**src/sv/jcd_pkg.sv**
```systemverilog
// Package for the Jukes-Cantor distance block: constants, types, case fold.
// No dependencies; used by the interfaces and all modules.
`timescale 1ns / 1ps

package jcd_pkg;

  // sequence length limit and output format
  localparam int MAX_LEN   = 1048576;
  localparam int FRAC_BITS = 16;
  localparam int DIST_W    = 20;

  localparam int CNT_W   = $clog2(MAX_LEN + 1);
  localparam int SCORE_W = $clog2(4 * MAX_LEN + 1);
  localparam int THREE_W = $clog2(3 * MAX_LEN + 1);

  // log2 datapath
  localparam int LOG_FRAC = 30;
  localparam int M_W      = LOG_FRAC + 1;
  localparam int E_W      = $clog2(THREE_W);
  localparam int LOG_W    = E_W + LOG_FRAC;
  localparam int STEP_W   = $clog2(LOG_FRAC);
  localparam int NORM_SH  = LOG_FRAC - (THREE_W - 1);

  // 0.75*ln2 in Q0.28, split multiply of the log difference
  localparam int C_FRAC     = 28;
  localparam logic [31:0] C_SCALED = 32'd139548960;
  localparam int MUL_SPLIT  = 18;
  localparam int RND_SH     = LOG_FRAC + C_FRAC - FRAC_BITS;

  localparam longint DIST_MAX_L = (longint'(1) << DIST_W) - 1;
  localparam longint CAP_RAW    = longint'(10) << FRAC_BITS;
  localparam logic [DIST_W-1:0] DIST_MAX = DIST_W'(DIST_MAX_L);
  localparam logic [DIST_W-1:0] DIST_CAP =
    DIST_W'((CAP_RAW > DIST_MAX_L) ? DIST_MAX_L : CAP_RAW);

  localparam logic [7:0] CHAR_N  = 8'h4E;
  localparam logic [7:0] CHAR_LA = 8'h61;
  localparam logic [7:0] CHAR_LZ = 8'h7A;
  localparam logic [7:0] CASE_OFS = 8'h20;

  typedef enum logic [1:0] {
    ST_IDLE,
    ST_CALC,
    ST_HOLD
  } top_state_e;

  typedef enum logic [2:0] {
    DS_IDLE,
    DS_NORM,
    DS_SQR,
    DS_MUL_LO,
    DS_MUL_HI,
    DS_ROUND
  } dist_state_e;

  typedef struct packed {
    logic               start;
    logic [THREE_W-1:0] three_len;
    logic [THREE_W-1:0] remain;
  } dist_req_t;

  typedef struct packed {
    logic              done;
    logic [DIST_W-1:0] distance;
  } dist_rsp_t;

  function automatic logic [7:0] fold_case(input logic [7:0] c);
    logic [7:0] r;
    r = c;
    if (c >= CHAR_LA && c <= CHAR_LZ) begin
      r = c - CASE_OFS;
    end
    return r;
  endfunction

endpackage

```
**src/sv/jcd_if.sv**
```systemverilog
// Valid/ready channel interfaces for base-pair beats and distance beats.
// Depends on jcd_pkg.
`timescale 1ns / 1ps

interface jcd_in_if;
  logic       valid;
  logic       ready;
  logic [7:0] base_a;
  logic [7:0] base_b;
  logic       last_pair;

  modport source (output valid, output base_a, output base_b, output last_pair,
                  input ready);
  modport sink (input valid, input base_a, input base_b, input last_pair,
                output ready);
endinterface

interface jcd_out_if;
  logic                      valid;
  logic                      ready;
  logic [jcd_pkg::DIST_W-1:0] distance;
  logic                      capped;
  logic                      length_overflow;

  modport source (output valid, output distance, output capped,
                  output length_overflow, input ready);
  modport sink (input valid, input distance, input capped,
                input length_overflow, output ready);
endinterface

```
**src/sv/jcd_dist_unit.sv**
```systemverilog
// Iterative distance unit: log2 by normalize + repeated squaring on one
// shared 32x32 multiplier, then scale by 0.75*ln2. Depends on jcd_pkg.
`timescale 1ns / 1ps

module jcd_dist_unit (
  input  logic               clk_i,
  input  logic               rst_ni,
  input  jcd_pkg::dist_req_t req_i,
  output jcd_pkg::dist_rsp_t rsp_o
);

  jcd_pkg::dist_state_e state_q, state_d;

  logic [jcd_pkg::M_W-1:0]      m_q, m_d;
  logic [jcd_pkg::E_W-1:0]      e_q, e_d;
  logic [jcd_pkg::LOG_FRAC-1:0] frac_q, frac_d;
  logic [jcd_pkg::STEP_W-1:0]   step_q, step_d;
  logic                         pass_q, pass_d;
  logic [jcd_pkg::THREE_W-1:0]  b_q, b_d;
  logic [jcd_pkg::LOG_W-1:0]    la_q, la_d;
  logic [jcd_pkg::LOG_W-1:0]    d_q, d_d;
  logic [63:0]                  acc_q, acc_d;

  logic [31:0] mul_a, mul_b;
  logic [63:0] prod;
  logic [31:0] sq;
  logic [jcd_pkg::LOG_W-1:0] log_r;
  logic [63:0] rnd_sum, rnd_val;
  logic [jcd_pkg::DIST_W-1:0] dist_sat;

  // the one shared multiplier
  assign prod = mul_a * mul_b;
  assign sq   = prod[2*jcd_pkg::LOG_FRAC+1:jcd_pkg::LOG_FRAC];

  assign rnd_sum  = acc_q + (64'd1 << (jcd_pkg::RND_SH - 1));
  assign rnd_val  = rnd_sum >> jcd_pkg::RND_SH;
  assign dist_sat = (rnd_val > 64'(jcd_pkg::DIST_MAX)) ? jcd_pkg::DIST_MAX
                                                       : rnd_val[jcd_pkg::DIST_W-1:0];

  always_ff @(posedge clk_i or negedge rst_ni) begin
    if (!rst_ni) begin
      state_q <= jcd_pkg::DS_IDLE;
    end else begin
      state_q <= state_d;
    end
  end

  always_ff @(posedge clk_i) begin
    m_q    <= m_d;
    e_q    <= e_d;
    frac_q <= frac_d;
    step_q <= step_d;
    pass_q <= pass_d;
    b_q    <= b_d;
    la_q   <= la_d;
    d_q    <= d_d;
    acc_q  <= acc_d;
  end

  always_comb begin
    state_d = state_q;
    m_d     = m_q;
    e_d     = e_q;
    frac_d  = frac_q;
    step_d  = step_q;
    pass_d  = pass_q;
    b_d     = b_q;
    la_d    = la_q;
    d_d     = d_q;
    acc_d   = acc_q;
    mul_a   = '0;
    mul_b   = '0;
    log_r   = {e_q, frac_q};
    rsp_o   = '0;

    unique case (state_q)
      jcd_pkg::DS_IDLE: begin
        if (req_i.start) begin
          m_d     = jcd_pkg::M_W'(req_i.three_len) << jcd_pkg::NORM_SH;
          e_d     = jcd_pkg::E_W'(jcd_pkg::THREE_W - 1);
          b_d     = req_i.remain;
          pass_d  = 1'b0;
          state_d = jcd_pkg::DS_NORM;
        end
      end
      jcd_pkg::DS_NORM: begin
        // one leading-zero shift per cycle until the integer bit is set
        if (m_q[jcd_pkg::M_W-1]) begin
          step_d  = jcd_pkg::STEP_W'(jcd_pkg::LOG_FRAC - 1);
          frac_d  = '0;
          state_d = jcd_pkg::DS_SQR;
        end else begin
          m_d = m_q << 1;
          e_d = e_q - 1'b1;
        end
      end
      jcd_pkg::DS_SQR: begin
        mul_a = 32'(m_q);
        mul_b = 32'(m_q);
        if (sq[jcd_pkg::M_W]) begin
          m_d            = sq[jcd_pkg::M_W:1];
          frac_d[step_q] = 1'b1;
        end else begin
          m_d = sq[jcd_pkg::M_W-1:0];
        end
        log_r = {e_q, frac_d};
        if (step_q == '0) begin
          if (!pass_q) begin
            la_d    = log_r;
            m_d     = jcd_pkg::M_W'(b_q) << jcd_pkg::NORM_SH;
            e_d     = jcd_pkg::E_W'(jcd_pkg::THREE_W - 1);
            pass_d  = 1'b1;
            state_d = jcd_pkg::DS_NORM;
          end else begin
            d_d     = (la_q > log_r) ? la_q - log_r : '0;
            state_d = jcd_pkg::DS_MUL_LO;
          end
        end else begin
          step_d = step_q - 1'b1;
        end
      end
      jcd_pkg::DS_MUL_LO: begin
        mul_a   = 32'(d_q[jcd_pkg::MUL_SPLIT-1:0]);
        mul_b   = jcd_pkg::C_SCALED;
        acc_d   = prod;
        state_d = jcd_pkg::DS_MUL_HI;
      end
      jcd_pkg::DS_MUL_HI: begin
        mul_a   = 32'(d_q[jcd_pkg::LOG_W-1:jcd_pkg::MUL_SPLIT]);
        mul_b   = jcd_pkg::C_SCALED;
        acc_d   = acc_q + (prod << jcd_pkg::MUL_SPLIT);
        state_d = jcd_pkg::DS_ROUND;
      end
      jcd_pkg::DS_ROUND: begin
        rsp_o.done     = 1'b1;
        rsp_o.distance = dist_sat;
        state_d        = jcd_pkg::DS_IDLE;
      end
      default: begin
        state_d = jcd_pkg::DS_IDLE;
      end
    endcase
  end

endmodule

```
**src/sv/jukes_cantor_distance.sv**
```systemverilog
// Jukes-Cantor distance: one aligned base pair per beat, taken while idle.
// A beat with last_pair set starts the distance unit unless the result is
// capped; the block is busy while the unit takes two logs (normalize, then
// one squaring per cycle on the shared multiplier), multiplies and rounds.
// A capped last beat skips the unit; output back-pressure adds.
// Reset (async, active low) clears counters, sequencer and output valid.
`timescale 1ns / 1ps

module jukes_cantor_distance (
  input  logic      clk_i,
  input  logic      rst_ni,
  jcd_in_if.sink    in_i,
  jcd_out_if.source out_o
);

  jcd_pkg::top_state_e state_q, state_d;

  // running column statistics
  logic [jcd_pkg::CNT_W-1:0]   cnt_q, cnt_nx;
  logic [jcd_pkg::SCORE_W-1:0] score_q, score_nx;
  logic                        ovf_q, ovf_nx;

  // pending result, then output register
  logic [jcd_pkg::DIST_W-1:0] res_dist_q;
  logic                       res_cap_q;
  logic                       res_ovf_q;
  logic                       out_valid_q;
  logic [jcd_pkg::DIST_W-1:0] out_dist_q;
  logic                       out_cap_q;
  logic                       out_ovf_q;

  logic [7:0] a_f, b_f;
  logic       at_max, is_n;
  logic [2:0] add_q4;
  logic [jcd_pkg::THREE_W-1:0] three_len, remain;
  logic       capped_nx;
  logic       in_fire, out_load;

  jcd_pkg::dist_req_t req;
  jcd_pkg::dist_rsp_t rsp;

  assign in_i.ready = (state_q == jcd_pkg::ST_IDLE);
  assign in_fire    = in_i.valid && in_i.ready;

  // fold case, classify the column
  assign a_f    = jcd_pkg::fold_case(in_i.base_a);
  assign b_f    = jcd_pkg::fold_case(in_i.base_b);
  assign is_n   = (a_f == jcd_pkg::CHAR_N) || (b_f == jcd_pkg::CHAR_N);
  assign add_q4 = is_n ? 3'd3 : ((a_f != b_f) ? 3'd4 : 3'd0);
  assign at_max = (cnt_q == jcd_pkg::CNT_W'(jcd_pkg::MAX_LEN));

  // a column at the length limit is dropped and only flagged
  assign cnt_nx   = at_max ? cnt_q : cnt_q + 1'b1;
  assign score_nx = at_max ? score_q : score_q + jcd_pkg::SCORE_W'(add_q4);
  assign ovf_nx   = ovf_q | at_max;

  // 3*len as shift-add; capped when score reaches it
  assign three_len = (jcd_pkg::THREE_W'(cnt_nx) << 1) + jcd_pkg::THREE_W'(cnt_nx);
  assign capped_nx = (jcd_pkg::SCORE_W'(three_len) <= score_nx);
  assign remain    = three_len - jcd_pkg::THREE_W'(score_nx);

  assign out_load = (state_q == jcd_pkg::ST_HOLD) && (!out_valid_q || out_o.ready);

  always_comb begin
    state_d       = state_q;
    req.start     = 1'b0;
    req.three_len = three_len;
    req.remain    = remain;
    unique case (state_q)
      jcd_pkg::ST_IDLE: begin
        if (in_fire && in_i.last_pair) begin
          if (capped_nx) begin
            state_d = jcd_pkg::ST_HOLD;
          end else begin
            req.start = 1'b1;
            state_d   = jcd_pkg::ST_CALC;
          end
        end
      end
      jcd_pkg::ST_CALC: begin
        if (rsp.done) begin
          state_d = jcd_pkg::ST_HOLD;
        end
      end
      jcd_pkg::ST_HOLD: begin
        if (out_load) begin
          state_d = jcd_pkg::ST_IDLE;
        end
      end
      default: begin
        state_d = jcd_pkg::ST_IDLE;
      end
    endcase
  end

  always_ff @(posedge clk_i or negedge rst_ni) begin
    if (!rst_ni) begin
      state_q     <= jcd_pkg::ST_IDLE;
      cnt_q       <= '0;
      score_q     <= '0;
      ovf_q       <= 1'b0;
      out_valid_q <= 1'b0;
    end else begin
      state_q <= state_d;
      if (in_fire) begin
        if (in_i.last_pair) begin
          cnt_q   <= '0;
          score_q <= '0;
          ovf_q   <= 1'b0;
        end else begin
          cnt_q   <= cnt_nx;
          score_q <= score_nx;
          ovf_q   <= ovf_nx;
        end
      end
      if (out_load) begin
        out_valid_q <= 1'b1;
      end else if (out_o.ready) begin
        out_valid_q <= 1'b0;
      end
    end
  end

  // payload registers
  always_ff @(posedge clk_i) begin
    if (in_fire && in_i.last_pair) begin
      res_ovf_q  <= ovf_nx;
      res_cap_q  <= capped_nx;
      res_dist_q <= jcd_pkg::DIST_CAP;
    end else if (state_q == jcd_pkg::ST_CALC && rsp.done) begin
      res_dist_q <= rsp.distance;
    end
    if (out_load) begin
      out_dist_q <= res_dist_q;
      out_cap_q  <= res_cap_q;
      out_ovf_q  <= res_ovf_q;
    end
  end

  jcd_dist_unit u_dist (
    .clk_i  (clk_i),
    .rst_ni (rst_ni),
    .req_i  (req),
    .rsp_o  (rsp)
  );

  assign out_o.valid           = out_valid_q;
  assign out_o.distance        = out_dist_q;
  assign out_o.capped          = out_cap_q;
  assign out_o.length_overflow = out_ovf_q;

  a_cnt_limit: assert property (@(posedge clk_i) disable iff (!rst_ni)
    cnt_q <= jcd_pkg::CNT_W'(jcd_pkg::MAX_LEN))
    else $error("pair count above limit");

  a_score_bound: assert property (@(posedge clk_i) disable iff (!rst_ni)
    (25'(score_q) <= (25'(cnt_q) << 2)))
    else $error("score exceeds four quarters per pair");

  a_clear_on_last: assert property (@(posedge clk_i) disable iff (!rst_ni)
    (in_fire && in_i.last_pair) |=> (cnt_q == '0 && score_q == '0 && !ovf_q))
    else $error("counters not cleared after last pair");

  a_done_in_calc: assert property (@(posedge clk_i) disable iff (!rst_ni)
    rsp.done |-> (state_q == jcd_pkg::ST_CALC))
    else $error("distance unit done outside calc");

  a_cap_value: assert property (@(posedge clk_i) disable iff (!rst_ni)
    (out_valid_q && out_cap_q) |-> (out_dist_q == jcd_pkg::DIST_CAP))
    else $error("capped result with wrong distance");

endmodule
```
**src/flat_wrapper.sv**
```systemverilog
// flat-port wrapper written by rule: the top's interface ports become plain ports
module jukes_cantor_distance_flat 
  (clk_i, rst_ni, in_i_valid, in_i_base_a, in_i_base_b, in_i_last_pair, in_i_ready, out_o_valid, out_o_distance, out_o_capped, out_o_length_overflow, out_o_ready);
  jcd_in_if in_i_i ();
  jcd_out_if out_o_i ();
  input  logic clk_i;
  input  logic rst_ni;
  input wire logic [$bits(in_i_i.valid)-1:0] in_i_valid;
  input wire logic [$bits(in_i_i.base_a)-1:0] in_i_base_a;
  input wire logic [$bits(in_i_i.base_b)-1:0] in_i_base_b;
  input wire logic [$bits(in_i_i.last_pair)-1:0] in_i_last_pair;
  output wire logic [$bits(in_i_i.ready)-1:0] in_i_ready;
  output wire logic [$bits(out_o_i.valid)-1:0] out_o_valid;
  output wire logic [$bits(out_o_i.distance)-1:0] out_o_distance;
  output wire logic [$bits(out_o_i.capped)-1:0] out_o_capped;
  output wire logic [$bits(out_o_i.length_overflow)-1:0] out_o_length_overflow;
  input wire logic [$bits(out_o_i.ready)-1:0] out_o_ready;
  assign in_i_i.valid = in_i_valid;
  assign in_i_i.base_a = in_i_base_a;
  assign in_i_i.base_b = in_i_base_b;
  assign in_i_i.last_pair = in_i_last_pair;
  assign in_i_ready = in_i_i.ready;
  assign out_o_valid = out_o_i.valid;
  assign out_o_distance = out_o_i.distance;
  assign out_o_capped = out_o_i.capped;
  assign out_o_length_overflow = out_o_i.length_overflow;
  assign out_o_i.ready = out_o_ready;
  jukes_cantor_distance u_core (.clk_i(clk_i), .rst_ni(rst_ni), .in_i(in_i_i), .out_o(out_o_i));
endmodule
```
**config.mk**
```make
export PLATFORM = sky130hd
export DESIGN_NAME = jukes_cantor_distance_flat
export DESIGN_NICKNAME = d
export VERILOG_FILES = /design/src/sv/jcd_pkg.sv /design/src/sv/jcd_if.sv /design/src/sv/jcd_dist_unit.sv /design/src/sv/jukes_cantor_distance.sv /design/src/flat_wrapper.sv
export SDC_FILE = /design/constraint.sdc
export NUM_CORES = 2
export LEC_CHECK = 0
export CAP_MARGIN = 5
export CORE_MARGIN = 4
export CORE_UTILIZATION = 50
export CTS_CLUSTER_DIAMETER = 30
export DETAILED_ROUTE_END_ITERATION = 16
export DONT_BUFFER_PORTS = 1
export HOLD_SLACK_MARGIN = 0.08
export PLACE_DENSITY_LB_ADDON = 0.05
export SLEW_MARGIN = 20
export SYNTH_ARGS = -nofsm -noshare
export SYNTH_HDL_FRONTEND = slang
export SYNTH_SLANG_ARGS = --single-unit
export TNS_END_PERCENT = 1
```
**constraint.sdc**
```tcl
create_clock -name clk_i -period 11.6 [get_ports clk_i]
set_input_delay 2.9 -clock clk_i [delete_from_list [all_inputs] [get_ports clk_i]]
set_output_delay 2.9 -clock clk_i [all_outputs]
set_load 0.01 [all_outputs]
```
After elaboration in Yosys (flattened, before gate mapping)

Cells that the tools add are included.

Add/sub/neg operators: 11
Multipliers: 1
Divide/modulo/power cells: 0
Magnitude comparators: 9
Eq/ne operators: 20
Shifts and indexed selects: 0
Mux-type cells: 52
Bitwise operators: 3
Reductions and logical operators: 30

Operators by type and width:

| operator                 | number |
|---|---|
| $pmux W31 S3             | 2 |
| $mux W31                 | 5 |
| $pmux W64 S2             | 1 |
| $mux W30                 | 3 |
| $add A64 B42 Y64 const B | 1 |
| $add A64 B64 Y64         | 1 |
| $mux W21                 | 3 |
| $mul A31 B31 Y62         | 1 |
| $pmux W31 S2             | 1 |
| $pmux W30 S2             | 1 |
| $mux W23                 | 2 |
| $gt A35 B35 Y1           | 1 |
| $sub A35 B35 Y35         | 1 |
| $mux W5                  | 6 |
| $or A30 B30 Y30          | 1 |
| $add A23 B3 Y23          | 1 |
| $le A22 B23 Y1           | 1 |
| $add A22 B21 Y22         | 1 |
| $gt A22 B20 Y1 const B   | 1 |
| $sub A22 B22 Y22         | 1 |
| $add A21 B1 Y21 const B  | 1 |
| $eq A21 B21 Y1 const B   | 1 |
| $reduce_and A3 Y1        | 7 |
| $mux W20                 | 1 |
| 38 further kinds         | 81 |

Register bits: 323
Bits in latches: 0
RAM bits: 0
Memory bits (read-only): 0
Input bits: 21
Output and inout bits: 24
Memories kept: 0

Logic depth before layout (Yosys ltp)

Word-level depth: 14
Mapped depth: 51
Depth with buffers taken out: 44

Cells and area by module

Synthesis repeated with hierarchy kept, for this count alone.

Cells, all modules: 5,681
Area, all modules: 50,862.5 sq um

Modules (own cells, without submodules):

| module                | times used | cells each | area each (sq um) |
|---|---|---|---|
| jcd_dist_unit         | 1          | 4,867      | 43,932.1 |
| jukes_cantor_distance | 1          | 814        | 6,930.4 |

Worst setup path before layout

OpenSTA, ideal clock, no wires.

Path type: reg-to-reg
From: reg u_core.u_dist.state_q[0]
To: reg u_core.u_dist.d_q[31] (netlist bit), data pin
Setup time: 0.260 ns
Arrival: 12.461 ns
Required time: 11.340 ns
Slack: -1.121 ns
Stages on the path, launching flop included: 41
Clock period less this slack: 12.721 ns
Cell sequence: dfrtp_1 buf_1 nand2_1 o21ai_1 clkbuf_1 a21oi_1 nor2_1 fa_1 fa_1 inv_1 fa_1 fa_1 inv_1 fa_1 fa_1 fa_1 fa_1 ha_1 [5 not listed] nor3_2 mux2i_4 nand2_2 buf_6 buf_2 a31oi_1 ha_1 a21o_1 a21o_1 a21oi_1 o21ai_1 a221o_1 a31oi_1 a2111oi_4 o2111ai_2 o2bb2ai_4 buf_6 nor3_2

Cells in the longest elaborated chain, start to end: 7
Elaborated cells between the ends (all ways): 11
Those cells by class: add/sub: 1; mul: 1; order compare: 1; eq/ne: 3; mux: 4; reduce/logical: 1

Ends and longest elaborated chain:

| what                                               | RTL line             | RTL |
|---|---|---|
| start, declared                                    | jcd_dist_unit.sv:12  | `jcd_pkg::dist_state_e state_q, state_d;` |
| start signal, assigned                             | jcd_dist_unit.sv:42  | `state_q <= jcd_pkg::DS_IDLE;` |
| start signal, assigned                             | jcd_dist_unit.sv:44  | `state_q <= state_d;` |
| $eq A3 B3 Y1 or $eq A3 B2 Y1 (tied branches)       | jcd_dist_unit.sv:76  | `unique case (state_q)` |
| $reduce_or A2 Y1 (no source line)                  | --                   |  |
| $pmux W31 S2                                       | jcd_dist_unit.sv:76  |  |
| $mul A31 B31 Y62 (*)                               | jcd_dist_unit.sv:32  | `assign prod = mul_a * mul_b;` |
| $mux W30 (*)                                       | jcd_dist_unit.sv:100 | `if (sq[jcd_pkg::M_W]) begin` |
| $mux W30 (*)                                       | jcd_dist_unit.sv:76  |  |
| $sub A35 B35 Y35 or $gt A35 B35 Y1 (tied branches) | jcd_dist_unit.sv:115 | `d_d = (la_q > log_r) ? la_q - log_r : '0;` |
| end signal, assigned                               | jcd_dist_unit.sv:56  | `d_q <= d_d;` |
| end, declared                                      | jcd_dist_unit.sv:21  | `logic [jcd_pkg::LOG_W-1:0] d_q, d_d;` |

Every way passes the cells marked *; elsewhere a longest branch is shown, timed or not. The select of a mux whose other input is x is not followed.
A chain may end at the register's enable or synchronous reset.

Worst setup path after layout

From: reg u_core.u_dist.state_q[0]
To: reg u_core.u_dist.d_q[28] (netlist bit), data pin

Same word-level chain as after synthesis.

==> run summary <==
Hold timing on the final database bottoms out at a slack of 415 ps. For the global placer's final weighted congestion, the log shows 1.01. The number of enable flip-flop cells after synthesis was 234.

TritonCTS built the clock tree. The routed design has 177000 um of wire. Registers take 8710 um2. In this run the cell area measured after placement is 53600 um2.

The launch instance of the worst register-to-register path was u_core.u_dist.state_q[0]$_DFFE_PN0P_. Summed over all layers, the global routing overflow is 0. The die covers 106000 um2.

For the max-slew violation total from the final report, the log shows 0. The share of flip-flops with an asynchronous set or reset after synthesis was 16.7%; the total setup violations reported at the end of the flow was 0. Critical path start-end classification: flip-flop to flip-flop. The number of antenna violations at the first check in global routing was 7. The clock latency of the later-clocked register in the worst-skew pair is 620 ps, and the sum of negative setup slack is 0 ps. Yosys printed 0 warnings. The tools report the capture point of the worst reg-to-reg path as u_core.u_dist.d_q[28]$_SDFFCE_PP0P_. In this run the core area contains 116 standard-cell rows. For this design the ratio of total power to cell area is 55.4 nW/um2. The total global-route track usage is 33.6%, and the number of optimization iterations in the first detailed-route pass is 8.

The pin slew with the least headroom to its limit is 972 ps, and the post-route antenna net violation count is 0. The clock tree synthesis step divided the H-tree into 3 levels. The slowest stage cell on the critical path was sky130_fd_sc_hd__fa_1. The depth of the most critical reg-to-reg path came out at 38. The class of the most critical hold timing path was flip-flop to flip-flop. The worst slew margin relative to its limit is 35.0%. The via count of the first global-routing pass was 41400; the number of standard cells after synthesis was 5598.

The die width came out at 326 um. Along the worst path, the maximum fanout reaches 19. The cts-stage hold buffer count was 0. The worst hold path passes through 0 cells. Of the available clock period, the critical path in the final layout requires 97.5%.

Synthesis inferred 305 register bits. Area growth from synthesis to final layout: 11.8%. Most common cell after layout, fill and taps aside: sky130_fd_sc_hd__inv_1. The tools report the startpoint type of the worst setup path as a flip-flop.

The average routed wire per standard cell is 25.0 um. The tools report the total core area as 100000 um2. The first global-routing pass estimated 266000 um of wire. Worst setup skew after layout: 37.6 ps.

The critical path's most frequent cell was sky130_fd_sc_hd__fa_1. The startpoint identified for the worst hold timing path is u_core.res_cap_q$_DFFE_PP_. The count of input and output buffers is 0, and the number of maximum-capacitance violations is 0.

The design draws 0.00312 W. The die is 326 um tall. The tools report the final standard cell count with taps included and fillers excluded as 7088. The I/O pin total is 45, and the final-layout fill cell count is 9361. Derived from the worst setup path, the maximum achievable clock frequency is 88.5 MHz. In the routed layout, each cell is associated on average with a via count of 5.68.

The logs give 50400 um2 for the mapped cell area and 6976 for the final net count. Summed over all cells, the static leakage comes to 28.2 nW. Across the VDD grid, the largest voltage drop is 0.162 mV. The synthesized area per cell came out at 9.01 um2. In this run, placement finished with an instance count of 6944. For this block, the initial DRC count from the detailed router was 3779. Among all flip-flop cells after synthesis, the most frequent one is sky130_fd_sc_hd__edfxtp_1. The worst setup path is captured at a flip-flop.

The clock net sink count is 305, and the final critical path time including I/O delays and setup is 11310 ps. The flow ran to the end, and the final reports show no timing, DRC or antenna violations. The fraction of final layout cells sized beyond drive strength 1 works out to 9.54%. For the worst setup path, the data required time is 12020 ps. Once the floorplan was initialized, standard cells occupied 50.3% of the core. In the layout the commonest cells are sky130_fd_sc_hd__inv_1, sky130_fd_sc_hd__fa_1, sky130_fd_sc_hd__nand2_1. CTS root buffer: sky130_fd_sc_hd__clkbuf_16.

The half-perimeter wire length after detailed placement was 145000 um; the count of distinct cell types in the synthesized netlist was 94. The minimum setup slack among reg-to-reg paths is 290 ps. Endpoint of the worst hold path: u_core.out_o.capped$_DFFE_PP_. In the final layout, the multi-input gates occupy 36900 um2. For this run, design rule violations remaining after detail routing come to 0. When the netlist entered floorplanning its net count stood at 6839. The detailed router placed 40300 vias in this run.

The longest individual stage delay on the worst path was 610 ps; the pin count of the biggest net entering global routing was 69. After clock tree synthesis, the clock-pin slew on the worst setup and hold paths is 60 ps. The longest clock path from root to sink contains 3 buffers. For the number of buffers added by the clock tree synthesis step, the log shows 66. In this run the worst setup path begins at u_core.u_dist.state_q[0]$_DFFE_PN0P_. With fillers left out, the area of the finished cells amounts to 56400 um2. The sequential-to-total area share from yosys stat came out at 17.3%.

The tools report the number of hold violations in the final report as 0. The arrival time of data at the critical path endpoint was 11730 ps.
per-layer routing:
metal,GRT usage [%],wire [um],vias up
li1,-,-,18100
met1,44.2,71000,20100
met2,54.4,81000,1692
met3,6.91,15500,424
met4,13.8,9340,4
met5,0,30,-
state kept, by name, summed over array words and instances, names as in the netlist, 2 cells and up:
signal	flops
u_core.cnt_q	21
u_core.out_o.distance	20
u_core.res_dist_q	20
u_core.score_q	23
u_core.state_q	2
u_core.u_dist.acc_q	46
u_core.u_dist.b_q	22
u_core.u_dist.d_q	35
u_core.u_dist.e_q	5
u_core.u_dist.frac_q	30
u_core.u_dist.la_q	35
u_core.u_dist.m_q	31
u_core.u_dist.state_q	3
u_core.u_dist.step_q	5
per-stage QoR:
step	utilization [%]	setup slack (ps)
3_5_place_dp	53.5	-91.0
3_3_place_gp	53.5	-12.2
5_1_grt	56.3	-54.3
4_1_cts	55.9	49.0
6_report	56.3	295
2_1_floorplan	-	53.7
worst max-delay path: cells and delay by family, from the launching register on:
family | cells | cell delay (ps)
compound gates | 12 | 2500
buf+inv | 6 | 910
fa+ha+maj | 11 | 4940
flops | 1 | 460
mux | 2 | 640
simple gates | 7 | 1630
area by class of cell:
class | count | share of cell area (%)
sequential | 305 | 15.4
clock buffer | 71 | 3.04
clock inverter | 49 | 1.09
tap | 1298 | 2.88
inverter | 1102 | 7.37
timing repair buffer | 321 | 4.80
antenna | 3 | 0.0133
multi-input combinational | 3939 | 65.4
worst max-delay path by stage:
stage | end | slack, ps
floorplan | u_core.u_dist.d_q[31]$_SDFFCE_PP0P_ | 50
global placement | u_core.u_dist.d_q[28]$_SDFFCE_PP0P_ | -10
detailed placement | u_core.u_dist.d_q[23]$_SDFFCE_PP0P_ | -90
CTS | u_core.u_dist.d_q[28]$_SDFFCE_PP0P_ | 50
global route | u_core.u_dist.d_q[28]$_SDFFCE_PP0P_ | -50
finish | u_core.u_dist.d_q[28]$_SDFFCE_PP0P_ | 290
power breakdown:
part,switching [W],internal [W],total [W]
sequential,0.0000000000000000000230,0.00116,0.00116
clock,0.000711,0.00124,0.00195
combinational,0.00000466,0.00000469,0.00000938
total,0.000715,0.00241,0.00312
timing repair:
item / 4_1_cts / 5_1_grt
endpoints found under the setup margin: 21 / 39
pin swaps: 0 / 9
cloned: 0 / 2
gates resized for setup: 6 / 71
buffers inserted: 0 / 19
cells by family (layout without fill, tap and decap cells):
group / Yosys count / after routing / synth area share (%)
buf+inv: 1355 / 1543 / 10.2
fa+ha+maj: 1220 / 1220 / 42.7
xor+xnor: 231 / 231 / 4.03
other cells: 0 / 3 / 0
compound gates: 832 / 832 / 10.9
flops: 305 / 305 / 17.3
mux: 41 / 41 / 0.849
simple gates: 1614 / 1615 / 14.1
Yosys cell counts (all sizes together) (25+ instances only):
library cell / n / area, um2
o21ai: 225 / 1130
nand2b: 47 / 294
o21bai: 35 / 263
xnor2: 138 / 1220
mux2i: 37 / 383
inv: 1096 / 4110
fa: 836 / 16700
nand4: 25 / 156
xor2: 93 / 815
dfrtp: 51 / 1280
nor2: 482 / 1810
a21oi: 191 / 960
nand3: 73 / 365
a21o: 128 / 961
o21a: 28 / 210
a31oi: 58 / 393
edfxtp: 234 / 7030
and3: 122 / 763
nand2: 705 / 2650
nor3: 41 / 215
ha: 384 / 4800
nor2b: 31 / 194
clkbuf: 219 / 825
buf: 34 / 184
Note: power is estimated with default switching activity, not from simulation.
